### config.mk
export PLATFORM = sky130hd
export DESIGN_NAME = text_line_folder_flat
export DESIGN_NICKNAME = d
export VERILOG_FILES = /design/src/hw/rtl/tlf_pkg.sv /design/src/hw/rtl/tlf_if.sv /design/src/hw/rtl/tlf_ctrl.sv /design/src/hw/rtl/tlf_datapath.sv /design/src/hw/rtl/text_line_folder.sv /design/src/flat_wrapper.sv
export SDC_FILE = /design/constraint.sdc
export NUM_CORES = 1
export LEC_CHECK = 0
export ABC_AREA = 1
export CORE_AREA = 2 2 170 172
export CTS_CLUSTER_DIAMETER = 80
export DETAILED_ROUTE_END_ITERATION = 16
export DIE_AREA = 0 0 172 174
export DONT_BUFFER_PORTS = 1
export PLACE_DENSITY = 0.8
export SYNTH_ARGS = -nofsm -noshare
export SYNTH_HDL_FRONTEND = slang
export SYNTH_SLANG_ARGS = --single-unit
### constraint.sdc
create_clock -name clock -period 4.1 [get_ports clock]
set_clock_uncertainty 0.05 [all_clocks]
set_input_delay 0.41 -clock clock [delete_from_list [all_inputs] [get_ports clock]]
set_output_delay 0.41 -clock clock [all_outputs]
set_load 0.02 [all_outputs]
### src/hw/rtl/tlf_pkg.sv
package tlf_pkg;

   // Field and register widths.
   localparam int CHAR_W      = 8;
   localparam int FOLD_W      = 6;
   localparam int TAB_W       = 4;
   localparam int CSR_DATA_W  = 6;
   localparam int CSR_INDEX_W = 1;

   // Line buffer depth used unless the top level is given another.
   localparam int BUFFER_CHARS_DEFAULT = 32;

   // Register values after reset.
   localparam logic [FOLD_W-1:0] FOLD_WIDTH_RESET = 6'd20;
   localparam logic [TAB_W-1:0]  TAB_WIDTH_RESET  = 4'd8;

   // Character codes with a meaning of their own.
   localparam logic [CHAR_W-1:0] CH_TAB = 8'd9;
   localparam logic [CHAR_W-1:0] CH_NL  = 8'd10;
   localparam logic [CHAR_W-1:0] CH_SP  = 8'd32;

   typedef enum logic [CSR_INDEX_W-1:0] {
      CSR_FOLD_WIDTH = 1'b0,
      CSR_TAB_WIDTH  = 1'b1
   } csr_index_type;

   typedef enum logic [3:0] {
      ST_IDLE,
      ST_EXEC,
      ST_SPACE,
      ST_WCHK,
      ST_DROP,
      ST_CUT,
      ST_CLEAR,
      ST_ERD,
      ST_EWR,
      ST_ENL
   } state_type;

   typedef enum logic [1:0] {
      PH_HOLD,
      PH_ADVANCE,
      PH_ZERO
   } phase_op_type;

   typedef enum logic [1:0] {
      SRC_FLUSH,
      SRC_BP,
      SRC_HC
   } emit_src_type;

   // Commands from the controller to the datapath.
   typedef struct packed {
      logic         latch_in;
      phase_op_type phase_op;
      logic         cnt_load_tab;
      logic         cnt_dec;
      logic         append_word;
      logic         append_space;
      logic         space_mark;
      logic         clear_line;
      logic         drop;
      logic         cut;
      logic         emit_setup;
      emit_src_type emit_src;
      logic         rd_first;
      logic         rd_next;
      logic         out_char;
      logic         out_nl;
      logic         out_last;
   } dp_cmd_type;

   // Status from the datapath to the controller.
   typedef struct packed {
      logic is_eot;
      logic is_nl;
      logic is_tab;
      logic is_sp;
      logic line_begun;
      logic width_full;
      logic bp_zero;
      logic flush_zero;
      logic refold;
      logic emit_empty;
      logic emit_more;
      logic cnt_last;
      logic can_load;
   } dp_status_type;

endpackage

### src/hw/rtl/tlf_if.sv
interface tlf_req_if;
   import tlf_pkg::*;

   logic              valid;
   logic              ready;
   logic [CHAR_W-1:0] in_char;
   logic              end_of_text;

   modport source (output valid, output in_char, output end_of_text, input ready);
   modport sink (input valid, input in_char, input end_of_text, output ready);
endinterface

interface tlf_rsp_if;
   import tlf_pkg::*;

   logic              valid;
   logic              ready;
   logic [CHAR_W-1:0] out_char;
   logic              last_of_run;

   modport source (output valid, output out_char, output last_of_run, input ready);
   modport sink (input valid, input out_char, input last_of_run, output ready);
endinterface

### src/hw/rtl/tlf_ctrl.sv
module tlf_ctrl (
   input  logic                   clock,
   input  logic                   reset,
   input  logic                   req_valid,
   output logic                   req_ready,
   input  tlf_pkg::dp_status_type status,
   output tlf_pkg::dp_cmd_type    cmd
);
   import tlf_pkg::*;

   state_type state_ff, state_in;
   state_type ret_ff, ret_in;
   logic      nl_last_ff, nl_last_in;

   // State register, return state after an emitted line, and its last flag.
   always_ff @(posedge clock) begin
      if (reset) begin
         state_ff   <= ST_IDLE;
         ret_ff     <= ST_IDLE;
         nl_last_ff <= 1'b0;
      end else begin
         state_ff   <= state_in;
         ret_ff     <= ret_in;
         nl_last_ff <= nl_last_in;
      end
   end

   // Next state and datapath commands.
   always_comb begin
      cmd          = '0;
      cmd.phase_op = PH_HOLD;
      cmd.emit_src = SRC_FLUSH;
      state_in     = state_ff;
      ret_in       = ret_ff;
      nl_last_in   = nl_last_ff;
      req_ready    = 1'b0;

      unique case (state_ff)
         ST_IDLE: begin
            req_ready = 1'b1;
            if (req_valid) begin
               cmd.latch_in = 1'b1;
               state_in     = ST_EXEC;
            end
         end

         ST_EXEC: begin
            if (status.is_eot) begin
               cmd.phase_op = PH_ZERO;
               if (status.flush_zero) begin
                  state_in = ST_CLEAR;
               end else begin
                  cmd.emit_setup = 1'b1;
                  cmd.emit_src   = SRC_FLUSH;
                  nl_last_in     = 1'b1;
                  ret_in         = ST_CLEAR;
                  state_in       = ST_ERD;
               end
            end else if (status.is_nl) begin
               cmd.phase_op   = PH_ZERO;
               cmd.emit_setup = 1'b1;
               cmd.emit_src   = SRC_FLUSH;
               nl_last_in     = 1'b1;
               ret_in         = ST_CLEAR;
               state_in       = ST_ERD;
            end else if (status.is_tab) begin
               // Every tab ends on a tab stop, so the phase goes to zero at once.
               cmd.phase_op     = PH_ZERO;
               cmd.cnt_load_tab = 1'b1;
               state_in         = ST_SPACE;
            end else if (status.is_sp) begin
               // A single space is handled in this step.
               cmd.phase_op = PH_ADVANCE;
               if (!status.line_begun) begin
                  state_in = ST_IDLE;
               end else if (status.width_full) begin
                  cmd.space_mark = 1'b1;
                  cmd.emit_setup = 1'b1;
                  cmd.emit_src   = SRC_FLUSH;
                  nl_last_in     = 1'b1;
                  ret_in         = ST_CLEAR;
                  state_in       = ST_ERD;
               end else begin
                  cmd.space_mark   = 1'b1;
                  cmd.append_space = 1'b1;
                  state_in         = ST_IDLE;
               end
            end else begin
               cmd.phase_op = PH_ADVANCE;
               if (status.width_full && !status.bp_zero) begin
                  cmd.emit_setup = 1'b1;
                  cmd.emit_src   = SRC_BP;
                  nl_last_in     = !status.refold;
                  ret_in         = ST_DROP;
                  state_in       = ST_ERD;
               end else if (status.width_full) begin
                  cmd.emit_setup = 1'b1;
                  cmd.emit_src   = SRC_HC;
                  nl_last_in     = 1'b1;
                  ret_in         = ST_CUT;
                  state_in       = ST_ERD;
               end else begin
                  cmd.append_word = 1'b1;
                  state_in        = ST_IDLE;
               end
            end
         end

         // One expanded tab space per cycle.
         ST_SPACE: begin
            if (!status.line_begun) begin
               state_in = ST_IDLE;
            end else if (status.width_full) begin
               cmd.space_mark = 1'b1;
               cmd.emit_setup = 1'b1;
               cmd.emit_src   = SRC_FLUSH;
               nl_last_in     = 1'b1;
               ret_in         = ST_CLEAR;
               state_in       = ST_ERD;
            end else begin
               cmd.space_mark   = 1'b1;
               cmd.append_space = 1'b1;
               if (status.cnt_last) begin
                  state_in = ST_IDLE;
               end else begin
                  cmd.cnt_dec = 1'b1;
               end
            end
         end

         // Word character after a fold: check the width again, then store it.
         ST_WCHK: begin
            if (status.width_full && !status.bp_zero) begin
               cmd.emit_setup = 1'b1;
               cmd.emit_src   = SRC_BP;
               nl_last_in     = !status.refold;
               ret_in         = ST_DROP;
               state_in       = ST_ERD;
            end else if (status.width_full) begin
               cmd.emit_setup = 1'b1;
               cmd.emit_src   = SRC_HC;
               nl_last_in     = 1'b1;
               ret_in         = ST_CUT;
               state_in       = ST_ERD;
            end else begin
               cmd.append_word = 1'b1;
               state_in        = ST_IDLE;
            end
         end

         ST_DROP: begin
            cmd.drop = 1'b1;
            state_in = ST_WCHK;
         end

         ST_CUT: begin
            cmd.cut  = 1'b1;
            state_in = ST_WCHK;
         end

         ST_CLEAR: begin
            cmd.clear_line = 1'b1;
            state_in       = ST_IDLE;
         end

         // Start reading the held line, or go straight to the newline.
         ST_ERD: begin
            if (status.emit_empty) begin
               state_in = ST_ENL;
            end else begin
               cmd.rd_first = 1'b1;
               state_in     = ST_EWR;
            end
         end

         // One held character per transfer slot; the next read runs alongside.
         ST_EWR: begin
            if (status.can_load) begin
               cmd.out_char = 1'b1;
               if (status.emit_more) begin
                  cmd.rd_next = 1'b1;
               end else begin
                  state_in = ST_ENL;
               end
            end
         end

         ST_ENL: begin
            if (status.can_load) begin
               cmd.out_nl   = 1'b1;
               cmd.out_last = nl_last_ff;
               state_in     = ret_ff;
            end
         end

         default: begin
            state_in = ST_IDLE;
         end
      endcase
   end

endmodule

### src/hw/rtl/tlf_datapath.sv
module tlf_datapath #(
   parameter int BUFFER_CHARS = tlf_pkg::BUFFER_CHARS_DEFAULT
) (
   input  logic                            clock,
   input  logic                            reset,
   input  logic                            csr_we,
   input  logic [tlf_pkg::CSR_INDEX_W-1:0] csr_index,
   input  logic [tlf_pkg::CSR_DATA_W-1:0]  csr_wdata,
   input  logic [tlf_pkg::CHAR_W-1:0]      in_char,
   input  logic                            end_of_text,
   output logic [tlf_pkg::CHAR_W-1:0]      out_char,
   output logic                            last_of_run,
   output logic                            rsp_valid,
   input  logic                            rsp_ready,
   input  tlf_pkg::dp_cmd_type             cmd,
   output tlf_pkg::dp_status_type          status
);
   import tlf_pkg::*;

   localparam int AW = (BUFFER_CHARS > 1) ? $clog2(BUFFER_CHARS) : 1;
   localparam int CW = $clog2(BUFFER_CHARS + 1);

   // Configuration registers.
   logic [FOLD_W-1:0] fold_width_ff, fold_width_in;
   logic [TAB_W-1:0]  tab_width_ff, tab_width_in;

   // Line state. The held line is a ring in the store starting at base_ff.
   logic [CW-1:0]    hc_ff, hc_in;
   logic [CW-1:0]    bp_ff, bp_in;
   logic [CW-1:0]    ws_ff, ws_in;
   logic             wsv_ff, wsv_in;
   logic             iw_ff, iw_in;
   logic             lb_ff, lb_in;
   logic [AW-1:0]    base_ff, base_in;
   logic [TAB_W-1:0] phase_ff, phase_in;
   logic [TAB_W-1:0] cnt_ff, cnt_in;

   // Emission counters and the latched input item.
   logic [CW-1:0]     elen_ff, elen_in;
   logic [CW-1:0]     ei_ff, ei_in;
   logic [CHAR_W-1:0] char_ff, char_in;
   logic              eot_ff, eot_in;

   // Output register.
   logic              out_valid_ff, out_valid_in;
   logic [CHAR_W-1:0] out_char_ff, out_char_in;
   logic              out_last_ff, out_last_in;

   logic [CHAR_W-1:0] line_mem [BUFFER_CHARS];
   logic [CHAR_W-1:0] rd_data_ff;

   logic [CW-1:0]    w_eff;
   logic [TAB_W-1:0] tw_eff;
   logic [TAB_W-1:0] tab_n;
   logic [TAB_W:0]   phase_inc;
   logic [CW-1:0]    flush_end;
   logic [CW-1:0]    drop_k;
   logic [CW-1:0]    ei_inc;
   logic [AW-1:0]    rd_addr;
   logic [AW-1:0]    wr_addr;

   // Logical position in the held line to a store address.
   function automatic logic [AW-1:0] phys_addr(input logic [AW-1:0] base,
                                               input logic [CW-1:0] idx);
      logic [CW:0] sum;
      sum = (CW+1)'(base) + (CW+1)'(idx);
      if (sum >= (CW+1)'(BUFFER_CHARS)) begin
         sum = sum - (CW+1)'(BUFFER_CHARS);
      end
      return sum[AW-1:0];
   endfunction

   // Effective fold width and tab width, and the tab's space count.
   always_comb begin
      if (fold_width_ff == '0) begin
         w_eff = CW'(1);
      end else if ((FOLD_W+1)'(fold_width_ff) > (FOLD_W+1)'(BUFFER_CHARS)) begin
         w_eff = CW'(BUFFER_CHARS);
      end else begin
         w_eff = CW'(fold_width_ff);
      end
      tw_eff    = (tab_width_ff == '0) ? TAB_W'(1) : tab_width_ff;
      tab_n     = (phase_ff < tw_eff) ? (tw_eff - phase_ff) : TAB_W'(1);
      phase_inc = (TAB_W+1)'(phase_ff) + (TAB_W+1)'(1);
      flush_end = !lb_ff ? '0 : (iw_ff ? hc_ff : bp_ff);
      // Spaces after the break point are dropped along with the emitted part.
      drop_k    = wsv_ff ? ws_ff : hc_ff;
      ei_inc    = ei_ff + CW'(1);
      rd_addr   = phys_addr(base_ff, cmd.rd_first ? '0 : ei_inc);
      wr_addr   = phys_addr(base_ff, hc_ff);
   end

   // Status for the controller.
   always_comb begin
      status.is_eot     = eot_ff;
      status.is_nl      = (char_ff == CH_NL);
      status.is_tab     = (char_ff == CH_TAB);
      status.is_sp      = (char_ff == CH_SP);
      status.line_begun = lb_ff;
      status.width_full = (hc_ff >= w_eff);
      status.bp_zero    = (bp_ff == '0);
      status.flush_zero = (flush_end == '0);
      status.refold     = ((hc_ff - drop_k) >= w_eff);
      status.emit_empty = (elen_ff == '0);
      status.emit_more  = (ei_inc < elen_ff);
      status.cnt_last   = (cnt_ff == TAB_W'(1));
      status.can_load   = !out_valid_ff || rsp_ready;
   end

   // Next values of all registers.
   always_comb begin
      fold_width_in = fold_width_ff;
      tab_width_in  = tab_width_ff;
      hc_in         = hc_ff;
      bp_in         = bp_ff;
      ws_in         = ws_ff;
      wsv_in        = wsv_ff;
      iw_in         = iw_ff;
      lb_in         = lb_ff;
      base_in       = base_ff;
      phase_in      = phase_ff;
      cnt_in        = cnt_ff;
      elen_in       = elen_ff;
      ei_in         = ei_ff;
      char_in       = char_ff;
      eot_in        = eot_ff;
      out_valid_in  = out_valid_ff;
      out_char_in   = out_char_ff;
      out_last_in   = out_last_ff;

      // Register writes.
      if (csr_we) begin
         unique case (csr_index_type'(csr_index))
            CSR_FOLD_WIDTH: fold_width_in = csr_wdata[FOLD_W-1:0];
            CSR_TAB_WIDTH:  tab_width_in  = csr_wdata[TAB_W-1:0];
         endcase
      end

      if (cmd.latch_in) begin
         char_in = in_char;
         eot_in  = end_of_text;
      end

      // Input column modulo the tab width.
      case (cmd.phase_op)
         PH_ADVANCE: phase_in = (phase_inc >= (TAB_W+1)'(tw_eff)) ? '0 : phase_inc[TAB_W-1:0];
         PH_ZERO:    phase_in = '0;
         default:    phase_in = phase_ff;
      endcase

      if (cmd.cnt_load_tab) begin
         cnt_in = tab_n;
      end else if (cmd.cnt_dec) begin
         cnt_in = cnt_ff - TAB_W'(1);
      end

      // A space right after a word marks a break point.
      if (cmd.space_mark) begin
         iw_in = 1'b0;
         if (iw_ff) begin
            bp_in  = hc_ff;
            wsv_in = 1'b0;
         end
      end

      if (cmd.append_space) begin
         hc_in = hc_ff + CW'(1);
      end

      // A word character; the first of a word records where the word starts.
      if (cmd.append_word) begin
         hc_in = hc_ff + CW'(1);
         lb_in = 1'b1;
         iw_in = 1'b1;
         if (!iw_ff) begin
            ws_in  = hc_ff;
            wsv_in = 1'b1;
         end
      end

      if (cmd.drop) begin
         base_in = phys_addr(base_ff, drop_k);
         hc_in   = hc_ff - drop_k;
         bp_in   = '0;
         wsv_in  = 1'b0;
      end

      if (cmd.cut) begin
         hc_in  = '0;
         bp_in  = '0;
         wsv_in = 1'b0;
      end

      if (cmd.clear_line) begin
         hc_in  = '0;
         bp_in  = '0;
         wsv_in = 1'b0;
         iw_in  = 1'b0;
         lb_in  = 1'b0;
      end

      // Length of the line part about to be emitted.
      if (cmd.emit_setup) begin
         case (cmd.emit_src)
            SRC_BP:  elen_in = bp_ff;
            SRC_HC:  elen_in = hc_ff;
            default: elen_in = flush_end;
         endcase
      end

      if (cmd.rd_first) begin
         ei_in = '0;
      end else if (cmd.rd_next) begin
         ei_in = ei_inc;
      end

      // Output register: loaded by the controller, emptied by a transfer.
      if (cmd.out_char) begin
         out_valid_in = 1'b1;
         out_char_in  = rd_data_ff;
         out_last_in  = 1'b0;
      end else if (cmd.out_nl) begin
         out_valid_in = 1'b1;
         out_char_in  = CH_NL;
         out_last_in  = cmd.out_last;
      end else if (rsp_ready) begin
         out_valid_in = 1'b0;
      end
   end

   // Control registers.
   always_ff @(posedge clock) begin
      if (reset) begin
         fold_width_ff <= FOLD_WIDTH_RESET;
         tab_width_ff  <= TAB_WIDTH_RESET;
         hc_ff         <= '0;
         bp_ff         <= '0;
         wsv_ff        <= 1'b0;
         iw_ff         <= 1'b0;
         lb_ff         <= 1'b0;
         base_ff       <= '0;
         phase_ff      <= '0;
         out_valid_ff  <= 1'b0;
      end else begin
         fold_width_ff <= fold_width_in;
         tab_width_ff  <= tab_width_in;
         hc_ff         <= hc_in;
         bp_ff         <= bp_in;
         wsv_ff        <= wsv_in;
         iw_ff         <= iw_in;
         lb_ff         <= lb_in;
         base_ff       <= base_in;
         phase_ff      <= phase_in;
         out_valid_ff  <= out_valid_in;
      end
   end

   // Payload registers.
   always_ff @(posedge clock) begin
      ws_ff       <= ws_in;
      cnt_ff      <= cnt_in;
      elen_ff     <= elen_in;
      ei_ff       <= ei_in;
      char_ff     <= char_in;
      eot_ff      <= eot_in;
      out_char_ff <= out_char_in;
      out_last_ff <= out_last_in;
   end

   // Line store: one write port, one registered read port.
   always_ff @(posedge clock) begin
      if (cmd.append_word || cmd.append_space) begin
         line_mem[wr_addr] <= cmd.append_word ? char_ff : CH_SP;
      end
      if (cmd.rd_first || cmd.rd_next) begin
         rd_data_ff <= line_mem[rd_addr];
      end
   end

   assign rsp_valid   = out_valid_ff;
   assign out_char    = out_char_ff;
   assign last_of_run = out_last_ff;

endmodule

### src/hw/rtl/text_line_folder.sv
// Text line folder: greedy word wrap with tab expansion.
// The req channel takes one character per transfer (in_char, or end_of_text to
// flush the pending line). The rsp channel returns the folded text one byte per
// transfer; last_of_run marks the final byte caused by one input character.
// A character that is simply held (word character or space) takes the transfer
// and one update step; a tab then takes one step per expanded space. An input
// that emits a line of k held characters loads them from the store, then a newline;
// each store read is registered and issued ahead of its output load, so the store
// read sets one character per cycle while rsp does not stall, and a fold that cuts
// a long word adds a second line. A new character is accepted
// only once the current one is done; the last result may still sit in the output
// register. When rsp stalls, the output register holds its byte and the
// emission sequencer waits. Synchronous reset restores fold width 20, tab width
// 8, an empty line and an empty output register. The csr port takes writes at
// any time, but they are meant for an idle block.
module text_line_folder #(
   parameter int BUFFER_CHARS = tlf_pkg::BUFFER_CHARS_DEFAULT
) (
   input  logic                            clock,
   input  logic                            reset,
   tlf_req_if.sink                         req_ch,
   tlf_rsp_if.source                       rsp_ch,
   input  logic                            csr_we,
   input  logic [tlf_pkg::CSR_INDEX_W-1:0] csr_index,
   input  logic [tlf_pkg::CSR_DATA_W-1:0]  csr_wdata
);
   import tlf_pkg::*;

   dp_cmd_type    cmd;
   dp_status_type status;
   logic          req_ready;
   logic          rsp_valid;
   logic [CHAR_W-1:0] out_char;
   logic          last_of_run;

   tlf_ctrl u_ctrl (
      .clock     (clock),
      .reset     (reset),
      .req_valid (req_ch.valid),
      .req_ready (req_ready),
      .status    (status),
      .cmd       (cmd)
   );

   tlf_datapath #(
      .BUFFER_CHARS (BUFFER_CHARS)
   ) u_datapath (
      .clock       (clock),
      .reset       (reset),
      .csr_we      (csr_we),
      .csr_index   (csr_index),
      .csr_wdata   (csr_wdata),
      .in_char     (req_ch.in_char),
      .end_of_text (req_ch.end_of_text),
      .out_char    (out_char),
      .last_of_run (last_of_run),
      .rsp_valid   (rsp_valid),
      .rsp_ready   (rsp_ch.ready),
      .cmd         (cmd),
      .status      (status)
   );

   assign req_ch.ready       = req_ready;
   assign rsp_ch.valid       = rsp_valid;
   assign rsp_ch.out_char    = out_char;
   assign rsp_ch.last_of_run = last_of_run;

endmodule

### src/flat_wrapper.sv
// flat-port wrapper written by rule: the top's interface ports become plain ports
module text_line_folder_flat import tlf_pkg::*;
#(
   parameter int BUFFER_CHARS = tlf_pkg::BUFFER_CHARS_DEFAULT
)
  (clock, reset, csr_we, csr_index, csr_wdata, req_ch_valid, req_ch_in_char, req_ch_end_of_text, req_ch_ready, rsp_ch_valid, rsp_ch_out_char, rsp_ch_last_of_run, rsp_ch_ready);
  tlf_req_if req_ch_i ();
  tlf_rsp_if rsp_ch_i ();
  input  logic clock;
  input  logic reset;
  input  logic csr_we;
  input  logic [tlf_pkg::CSR_INDEX_W-1:0] csr_index;
  input  logic [tlf_pkg::CSR_DATA_W-1:0] csr_wdata;
  input wire logic [$bits(req_ch_i.valid)-1:0] req_ch_valid;
  input wire logic [$bits(req_ch_i.in_char)-1:0] req_ch_in_char;
  input wire logic [$bits(req_ch_i.end_of_text)-1:0] req_ch_end_of_text;
  output wire logic [$bits(req_ch_i.ready)-1:0] req_ch_ready;
  output wire logic [$bits(rsp_ch_i.valid)-1:0] rsp_ch_valid;
  output wire logic [$bits(rsp_ch_i.out_char)-1:0] rsp_ch_out_char;
  output wire logic [$bits(rsp_ch_i.last_of_run)-1:0] rsp_ch_last_of_run;
  input wire logic [$bits(rsp_ch_i.ready)-1:0] rsp_ch_ready;
  assign req_ch_i.valid = req_ch_valid;
  assign req_ch_i.in_char = req_ch_in_char;
  assign req_ch_i.end_of_text = req_ch_end_of_text;
  assign req_ch_ready = req_ch_i.ready;
  assign rsp_ch_valid = rsp_ch_i.valid;
  assign rsp_ch_out_char = rsp_ch_i.out_char;
  assign rsp_ch_last_of_run = rsp_ch_i.last_of_run;
  assign rsp_ch_i.ready = rsp_ch_ready;
  text_line_folder #(.BUFFER_CHARS(BUFFER_CHARS)) u_core (.clock(clock), .reset(reset), .req_ch(req_ch_i), .rsp_ch(rsp_ch_i), .csr_we(csr_we), .csr_index(csr_index), .csr_wdata(csr_wdata));
endmodule
==> results of run 1 <==
per-layer routing:
| metal | GRT usage | part of all wire | vias to the layer above |
|---|---|---|---|
| met2 | 0.4480 | 0.50 | 530 |
| met5 | 0 | 0 | - |
| li1 | - | - | 5850 |
| met3 | 0.04121 | 0.078 | 87 |
| met1 | 0.3317 | 0.39 | 5851 |
| met4 | 0.09874 | 0.034 | 0 |
sequential cells by signal (all words and copies together), names as in the netlist, 8 cells and up:
| register | cells |
|---|---|
| u_core.u_datapath.char_ff | 8 |
| u_core.u_datapath.line_mem | 256 |
| u_core.u_datapath.out_char | 8 |
| u_core.u_datapath.rd_data_ff | 8 |
cell families (layout without fill, tap and decap cells):
| family | after synthesis | in the layout |
|---|---|---|
| fa+ha+maj | 55 | 55 |
| simple gates | 661 | 661 |
| flops | 348 | 348 |
| xor+xnor | 25 | 25 |
| compound gates | 365 | 365 |
| mux | 2 | 2 |
| buf+inv | 239 | 317 |
cells in the final DEF (no fill, tap or decap), types with 7 or more instances in the layout:
cell	instances
o21ai_1	91
clkbuf_16	36
edfxtp_1	297
nor2_1	310
inv_2	17
xor2_1	16
buf_4	55
nand2_1	238
nor3_1	11
nand2_2	7
inv_1	158
nor2_2	12
nand4_1	9
dlygate4sd3_1	15
clkbuf_1	12
nand3_1	43
dfxtp_1	51
a21oi_1	51
ha_1	49
o21ai_0	201
nand2_4	7
where the power goes:
part	internal, mW	leakage (nW)	total, mW	switching [mW]
combinational	2.54	3.51	7.71	5.17
sequential	4.21	3.50	4.43	0.226
clock	2.04	0.588	3.38	1.34
total	8.79	7.59	15.5	6.74
layout make-up:
type	count	area [um^2]
sequential	348	9940
fill	2076	9515
multi-input combinational	1108	5753
clock buffer	49	959.7
inverter	177	671.9
timing repair buffer	75	654.4
tap	384	480.5
clock inverter	16	262.8
repair_timing:
| action | in CTS | in global routing |
|---|---|---|
| hold buffers | 15 | 0 |
| gates resized for setup | 0 | 0 |
| setup buffers | 0 | 4 |
| hold endpoints to repair | 22 | 0 |
| setup endpoints to repair | 0 | 5 |
final timing paths:
kind	endpoint	slack [ps]	cells after the start
setup / recovery	u_core.u_datapath.rd_data_ff[5]	260	19
hold reg to reg	u_core.u_ctrl.ret_ff[3]	400	2
hold / removal	u_core.u_datapath.tab_width_ff[0]	9	2
setup reg to reg	u_core.u_datapath.rd_data_ff[5]	260	19
==> reports/metrics.csv, run 1 <==
stage,metric,value,unit
cts,Clock Path Buffers,3,
yosys,sequential fraction of the synthesis area,0.5986,
detailed_routing,initial DRC count,1410,
cts,H-tree levels,2,
pwr,Leakage,7.595,nW
timing,Final min period,3841,ps
timing,Worst-Margin Slew,1125,ps
timing,"Hold Violations, Final",0,
worst_setup_path,worst-path cell chain,inv_2 > nor2_4 > inv_2 > nor2_4 > nand2_4 > inv_1 > nor2_1 > ha_4 > fa_4 > buf_4 > buf_12 > o21ai_0 > o21ai_0 > inv_1 > o21ai_0 > nand2_1 > o21ai_1 > nand2_1 > nand2_1,
worst_setup_path,CP max stage delay,970,ps
detailed_routing,Final Routed Wirelength,39300,um
floorplan,Die Ht,174,um
worst_setup_path,kind of critical path,reg -> reg,
timing,relative slew slack,0.2445,
yosys,main combinational cell family by area after synthesis,simple AND/OR/NAND/NOR gates,
grt,gr ovfl total,0,
yosys,share of flip-flops with an asynchronous set or reset,0,
detailed_routing,antenna-violating nets left,0,
cts,"Clk Latency, worst-skew pair",530,ps
yosys,Post-Synth XOR/XNOR Area,0.01477,
layout,antenna cells,0,
worst_setup_path,Worst EP arrival,4200,ps
detailed_routing,DR vias,12320,
run_status,outcome,"complete, no violations",
timing,Final Hold Slack,9.117,ps
yosys,"Top FF cell, synth",edfxtp_1,
floorplan,Rows,62,
yosys,cell area after synthesis,16600,um^2
placed_design,Cells after DPL,2073,
worst_setup_path,Worst Setup SP,u_core.u_ctrl.state_ff[2],
cts,CTS tree,built,
floorplan,Die Width,172,um
yosys,Synth Warn #,0,
worst_setup_path,worst path required time,4460,ps
yosys,biggest area consumer among synthesized cells,edfxtp_1,
worst_setup_path,Worst Setup End Kind,flip-flop,
worst_hold_path,HP Start,csr_wdata[0],
detailed_routing,via density per instance,5.711,
floorplan,total core area,28240,um^2
yosys,Cells after Synth,1695,
cts,clock tree root buffer cell,clkbuf_16,
cts,CTS clock-pin slew for the worst setup and hold paths,70,ps
yosys,Adder-Cell Fraction of Synth Area,0.04370,
layout,"Cell Count, Final, Fillers Out",2157,
worst_setup_path,"delay-heaviest family, CP",adder cells,
yosys,number of flops mapped to enable cells by yosys,297,
floorplan,full die area,29930,um^2
placed_design,pre-CTS setup slack,229.6,ps
grt,vias in the first global route,11860,
detailed_routing,routed wire length per instance,18.22,um
worst_setup_path,Worst R2R Start,u_core.u_ctrl.state_ff[2],
timing,RSZ-0062 raised after global routing,no,
layout,Layout Utilization,0.6630,
yosys,mux contribution to synthesized area,0.001206,
layout,Layout area overhead,12.75,%
worst_setup_path,Crit path buffers/inverters,6,
floorplan,Top-Level Pins,32,
yosys,most frequent cell after synthesis,nor2_1,
floorplan,Initial Util,0.5880,
yosys,post-synth top area share,0.5371,
cts,CTS sink count,348,
grt,GRT Resource Usage Total,0.2605,
yosys,commonest cells in the netlist,"nor2_1 (317), edfxtp_1 (297), nand2_1 (238), o21ai_0 (201), inv_1 (158)",
yosys,"Avg Cell Area, Syn",9.796,um^2
grt,largest net degree at the start of global routing,67,
job,Max-Cap Viols,0,
placed_design,Final GP Congestion,0.8824,
layout,share of layout cells above drive strength 1,0.1010,
worst_setup_path,CP max FO,26,
timing,final worst slack,258.6,ps
worst_hold_path,worst hold-check path type,in -> reg,
placed_design,Placed Area,17320,um^2
timing,Final period util,0.9369,
yosys,Syn Nets,1771,
placed_design,HPWL after detailed placement,25020,um
cts,TritonCTS Buffers,36,
placed_design,I/O Buffers,0,
yosys,"Distinct cells, synth",51,
pwr,PD cells,829.4,nW/um^2
pwr,Worst VDD drop,701.7,uV
pwr,Pwr Total,15.53,mW
yosys,Synth Area in Compound Gates,0.1134,
timing,setup TNS,0,ps
timing,final setup vio count,0,
grt,antenna violations before repair,0,
timing,highest attainable clock frequency,0.2603,GHz
layout,"Design Area, Final",18720,um^2
timing,"Slew Viols, Final",0,
yosys,Post-Synth Simple-Gate Area,0.1700,
detailed_routing,DRC violations left,0,
yosys,Yosys reg bits,348,
yosys,Synth area leaders,"edfxtp_1 (54%), nor2_1 (7.2%), dfxtp_1 (6.1%)",
worst_setup_path,CP max stage cell,fa_4,
worst_setup_path,Startpoint Class,flip-flop,
detailed_routing,TritonRoute pass-1 iters,6,
grt,first-pass GRT wire length,61090,um
layout,Final #Nets,1822,
Note: power is estimated with default switching activity, not from simulation.
==> run 2, diff against run 1 <==
- CAP_MARGIN: default -> 20
- CORE_AREA: 2 2 170 172 -> 2 2 174 176
- DIE_AREA: 0 0 172 174 -> 0 0 176 178
- SYNTH_HIERARCHICAL: default -> 1
==> run 2 against run 1 <==
Effect of this change:
- routed wire length is 4.4% higher
- global-route usage is 0.53 points higher
- total power decreased by 39%
- worst hold slack improved by 17 ps
- cell count grew 13%
- sequential power fell by 10%
- critical endpoint is now u_core/u_datapath/line_mem[17][4]
- largest cell class unchanged
==> reports/metrics.csv, run 2 <==
stage,metric,value,unit,change
placed_design,I/O Buffers,0,,unchanged
job,Max-Cap Viols,0,,unchanged
detailed_routing,via density per instance,5.439,,was 5.711
floorplan,total core area,29400,um^2,was 28240 um^2
timing,"Hold Violations, Final",0,,unchanged
floorplan,Rows,63,,was 62
cts,setup bufs post-CTS,0,,unchanged
cts,Clock Path Buffers,3,,unchanged
grt,largest net degree at the start of global routing,129,,was 67
yosys,number of flops mapped to enable cells by yosys,297,,unchanged
timing,setup TNS,0,ps,unchanged
detailed_routing,routed wire length per instance,16.77,um,was 18.22 um
yosys,Yosys reg bits,348,,unchanged
cts,TritonCTS Buffers,38,,was 36
placed_design,Cells after DPL,2363,,was 2073
pwr,PD cells,490.1,nW/um^2,was 829.4 nW/um^2
yosys,commonest cells in the netlist,"nand2_1 (652), inv_1 (367), edfxtp_1 (297), nand3_1 (164), nor2_1 (116)",,"was nor2_1 (317), edfxtp_1 (297), nand2_1 (238), o21ai_0 (201), inv_1 (158)"
cts,CTS sink count,348,,unchanged
detailed_routing,initial DRC count,1241,,was 1410
placed_design,Final GP Congestion,0.9142,,was 0.8824
floorplan,Die Width,176,um,was 172 um
timing,RSZ-0062 raised after global routing,no,,unchanged
yosys,share of flip-flops with an asynchronous set or reset,0,,unchanged
detailed_routing,DRC violations left,0,,unchanged
run_status,outcome,"complete, no violations",,unchanged
detailed_routing,antenna-violating nets left,0,,unchanged
yosys,Cells after Synth,1999,,was 1695
grt,GRT Resource Usage Total,0.2658,,was 0.2605
yosys,Synth area leaders,"edfxtp_1 (51%), nand2_1 (14%), inv_1 (7.9%)",,"was edfxtp_1 (54%), nor2_1 (7.2%), dfxtp_1 (6.1%)"
layout,share of layout cells above drive strength 1,0.07049,,was 0.1010
layout,Final #Nets,2105,,was 1822
yosys,"Avg Cell Area, Syn",8.757,um^2,was 9.796 um^2
layout,Layout area overhead,10.56,%,was 12.75%
worst_setup_path,CP max FO,8,,was 26
yosys,"Distinct cells, synth",47,,was 51
cts,CTS clock-pin slew for the worst setup and hold paths,60,ps,was 70 ps
worst_setup_path,kind of critical path,reg -> reg,,unchanged
worst_setup_path,Worst EP arrival,3760,ps,was 4200 ps
cts,H-tree levels,2,,unchanged
yosys,most frequent cell after synthesis,nand2_1,,was nor2_1
floorplan,Top-Level Pins,32,,unchanged
yosys,biggest area consumer among synthesized cells,edfxtp_1,,unchanged
timing,relative slew slack,0.3979,,was 0.2445
timing,Final period util,0.8924,,was 0.9369
grt,first-pass GRT wire length,65140,um,was 61090 um
layout,antenna cells,0,,unchanged
cts,clock tree root buffer cell,clkbuf_16,,unchanged
placed_design,Placed Area,18000,um^2,was 17320 um^2
timing,"Slew Viols, Final",0,,unchanged
layout,max FFs per register,256,,unchanged
pwr,Leakage,8.995,nW,was 7.595 nW
yosys,sequential fraction of the synthesis area,0.5678,,was 0.5986
worst_setup_path,worst path required time,4200,ps,was 4460 ps
layout,filler cell count in the final layout,2251,,was 2076
yosys,Syn Nets,2075,,was 1771
grt,gr ovfl total,0,,unchanged
cts,CTS tree,built,,unchanged
yosys,cell area after synthesis,17510,um^2,was 16600 um^2
layout,"Cell Count, Final, Fillers Out",2447,,was 2157
pwr,Pwr Total,9.485,mW,was 15.53 mW
cts,"Clk Latency, worst-skew pair",530,ps,about the same
grt,vias in the first global route,12770,,was 11.86k
floorplan,Die Ht,178,um,was 174 um
detailed_routing,TritonRoute pass-1 iters,6,,unchanged
worst_setup_path,Worst Setup End Kind,flip-flop,,unchanged
yosys,post-synth top area share,0.5095,,was 0.5371
detailed_routing,DR vias,13310,,was 12.32k
placed_design,HPWL after detailed placement,26330,um,was 25020 um
timing,highest attainable clock frequency,0.2733,GHz,was 0.2603 GHz
worst_setup_path,Startpoint Class,flip-flop,,unchanged
timing,Worst-Margin Slew,899.8,ps,was 1125 ps
floorplan,full die area,31330,um^2,was 29930 um^2
layout,"commonest non-fill, non-tap cells in the layout","nand2_1 (652), inv_1 (367), edfxtp_1 (297)",,"was nor2_1 (310), edfxtp_1 (297), nand2_1 (238)"
pwr,Worst VDD drop,340.5,uV,was 701.7 uV
timing,final setup vio count,0,,unchanged
yosys,"Top FF cell, synth",edfxtp_1,,unchanged
yosys,Synth Warn #,6,,was 0
detailed_routing,Final Routed Wirelength,41040,um,was 39300 um
floorplan,Initial Util,0.5954,,was 0.5880
timing,Final min period,3659,ps,was 3841 ps
worst_hold_path,worst hold-check path type,in -> reg,,unchanged
layout,"Design Area, Final",19350,um^2,was 18720 um^2
grt,antenna violations before repair,0,,unchanged
layout,"most common cell after layout, fill and taps aside",nand2_1,,was nor2_1
layout,Reg with most FFs,u_core/u_datapath/line_mem,,was u_core.u_datapath.line_mem
[run 2: area by class of cell]
type / instances / area, um^2 / share of cell area
flip-flops and latches: 348 / 9940 / 0.5136
multi-input cells: 1207 / 5853 / 0.3024
inverters: 384 / 1443 / 0.07454
clock buffers: 46 / 1002 / 0.05178
well taps: 390 / 488.0 / 0.02521
repair buffers: 50 / 440.4 / 0.02276
clock inverters: 22 / 187.7 / 0.009697
[run 2: path summary, 6_finish.rpt]
| check | start | to | slack [ps] | depth (start not counted) |
|---|---|---|---|---|
| setup / recovery | u_core/u_datapath/fold_width_ff[2] | u_core/u_datapath/line_mem[17][4] | 440 | 15 |
| hold / removal | reset | u_core/u_ctrl/ret_ff[0] | 30 | 3 |
| setup reg to reg | u_core/u_datapath/fold_width_ff[2] | u_core/u_datapath/line_mem[17][4] | 440 | 15 |
| hold reg to reg | u_core/u_ctrl/ret_ff[3] | u_core/u_ctrl/ret_ff[3] | 400 | 2 |
[run 2: repair_timing]
action,in CTS,in global routing
hold endpoints to repair,28,0
hold buffers,16,0
gates resized for setup,0,1
setup endpoints to repair,0,8
[run 2: routing by layer]
| layer | up-vias | routed length [um] | share of wire | global-route usage |
|---|---|---|---|---|
| met5 | - | 0 | 0 | 0 |
| li1 | 6421 | - | - | - |
| met2 | 565 | 20140 | 0.49 | 0.4660 |
| met1 | 6227 | 16310 | 0.40 | 0.3388 |
| met3 | 97 | 3227 | 0.079 | 0.03687 |
| met4 | 0 | 1367 | 0.033 | 0.09711 |
[run 2: stage by stage]
| stage | utilization | setup WS [ps] | hold WS [ps] |
|---|---|---|---|
| 2_1_floorplan | - | 957.4 | 366.3 |
| 3_3_place_gp | 0.6122 | 461.7 | 382.4 |
| 3_5_place_dp | 0.6122 | 303.0 | 385.2 |
| 4_1_cts | 0.6581 | 269.1 | 0.07078 |
| 5_1_grt | 0.6582 | 181.8 | 45.16 |
| 6_report | 0.6582 | 441.3 | 25.92 |
[run 2: critical path: stages (launching register included)]
cell	delay, ps
dfxtp_1	330
nor3_1	180
nand2_1	90
nand2_1	60
nand2_1	90
ha_1	320
inv_1	60
nor2_1	40
o211ai_1	150
o2111ai_1	230
nor4_2	340
nor2_1	130
inv_1	170
nand3_1	100
buf_4	220
nor2_1	710
[run 2: cells by family after synthesis]
kind of cell               count (synthesis)  share of synthesized area
adders and majority gates                 55                    0.04146
AOI/OAI and AO/OA                        132                    0.04274
buffers and inverters                    444                    0.09899
and+or+nand+nor                         1004                     0.2397
DFF                                      348                     0.5678
xor gates and xnor gates                  16                   0.009292
[run 2: report_power, final]
group | internal [mW] | switching (mW) | leakage [nW]
Sequential | 3.91 | 0.0660 | 3.18
Combinational | 0.706 | 1.55 | 5.23
Clock | 1.88 | 1.37 | 0.585
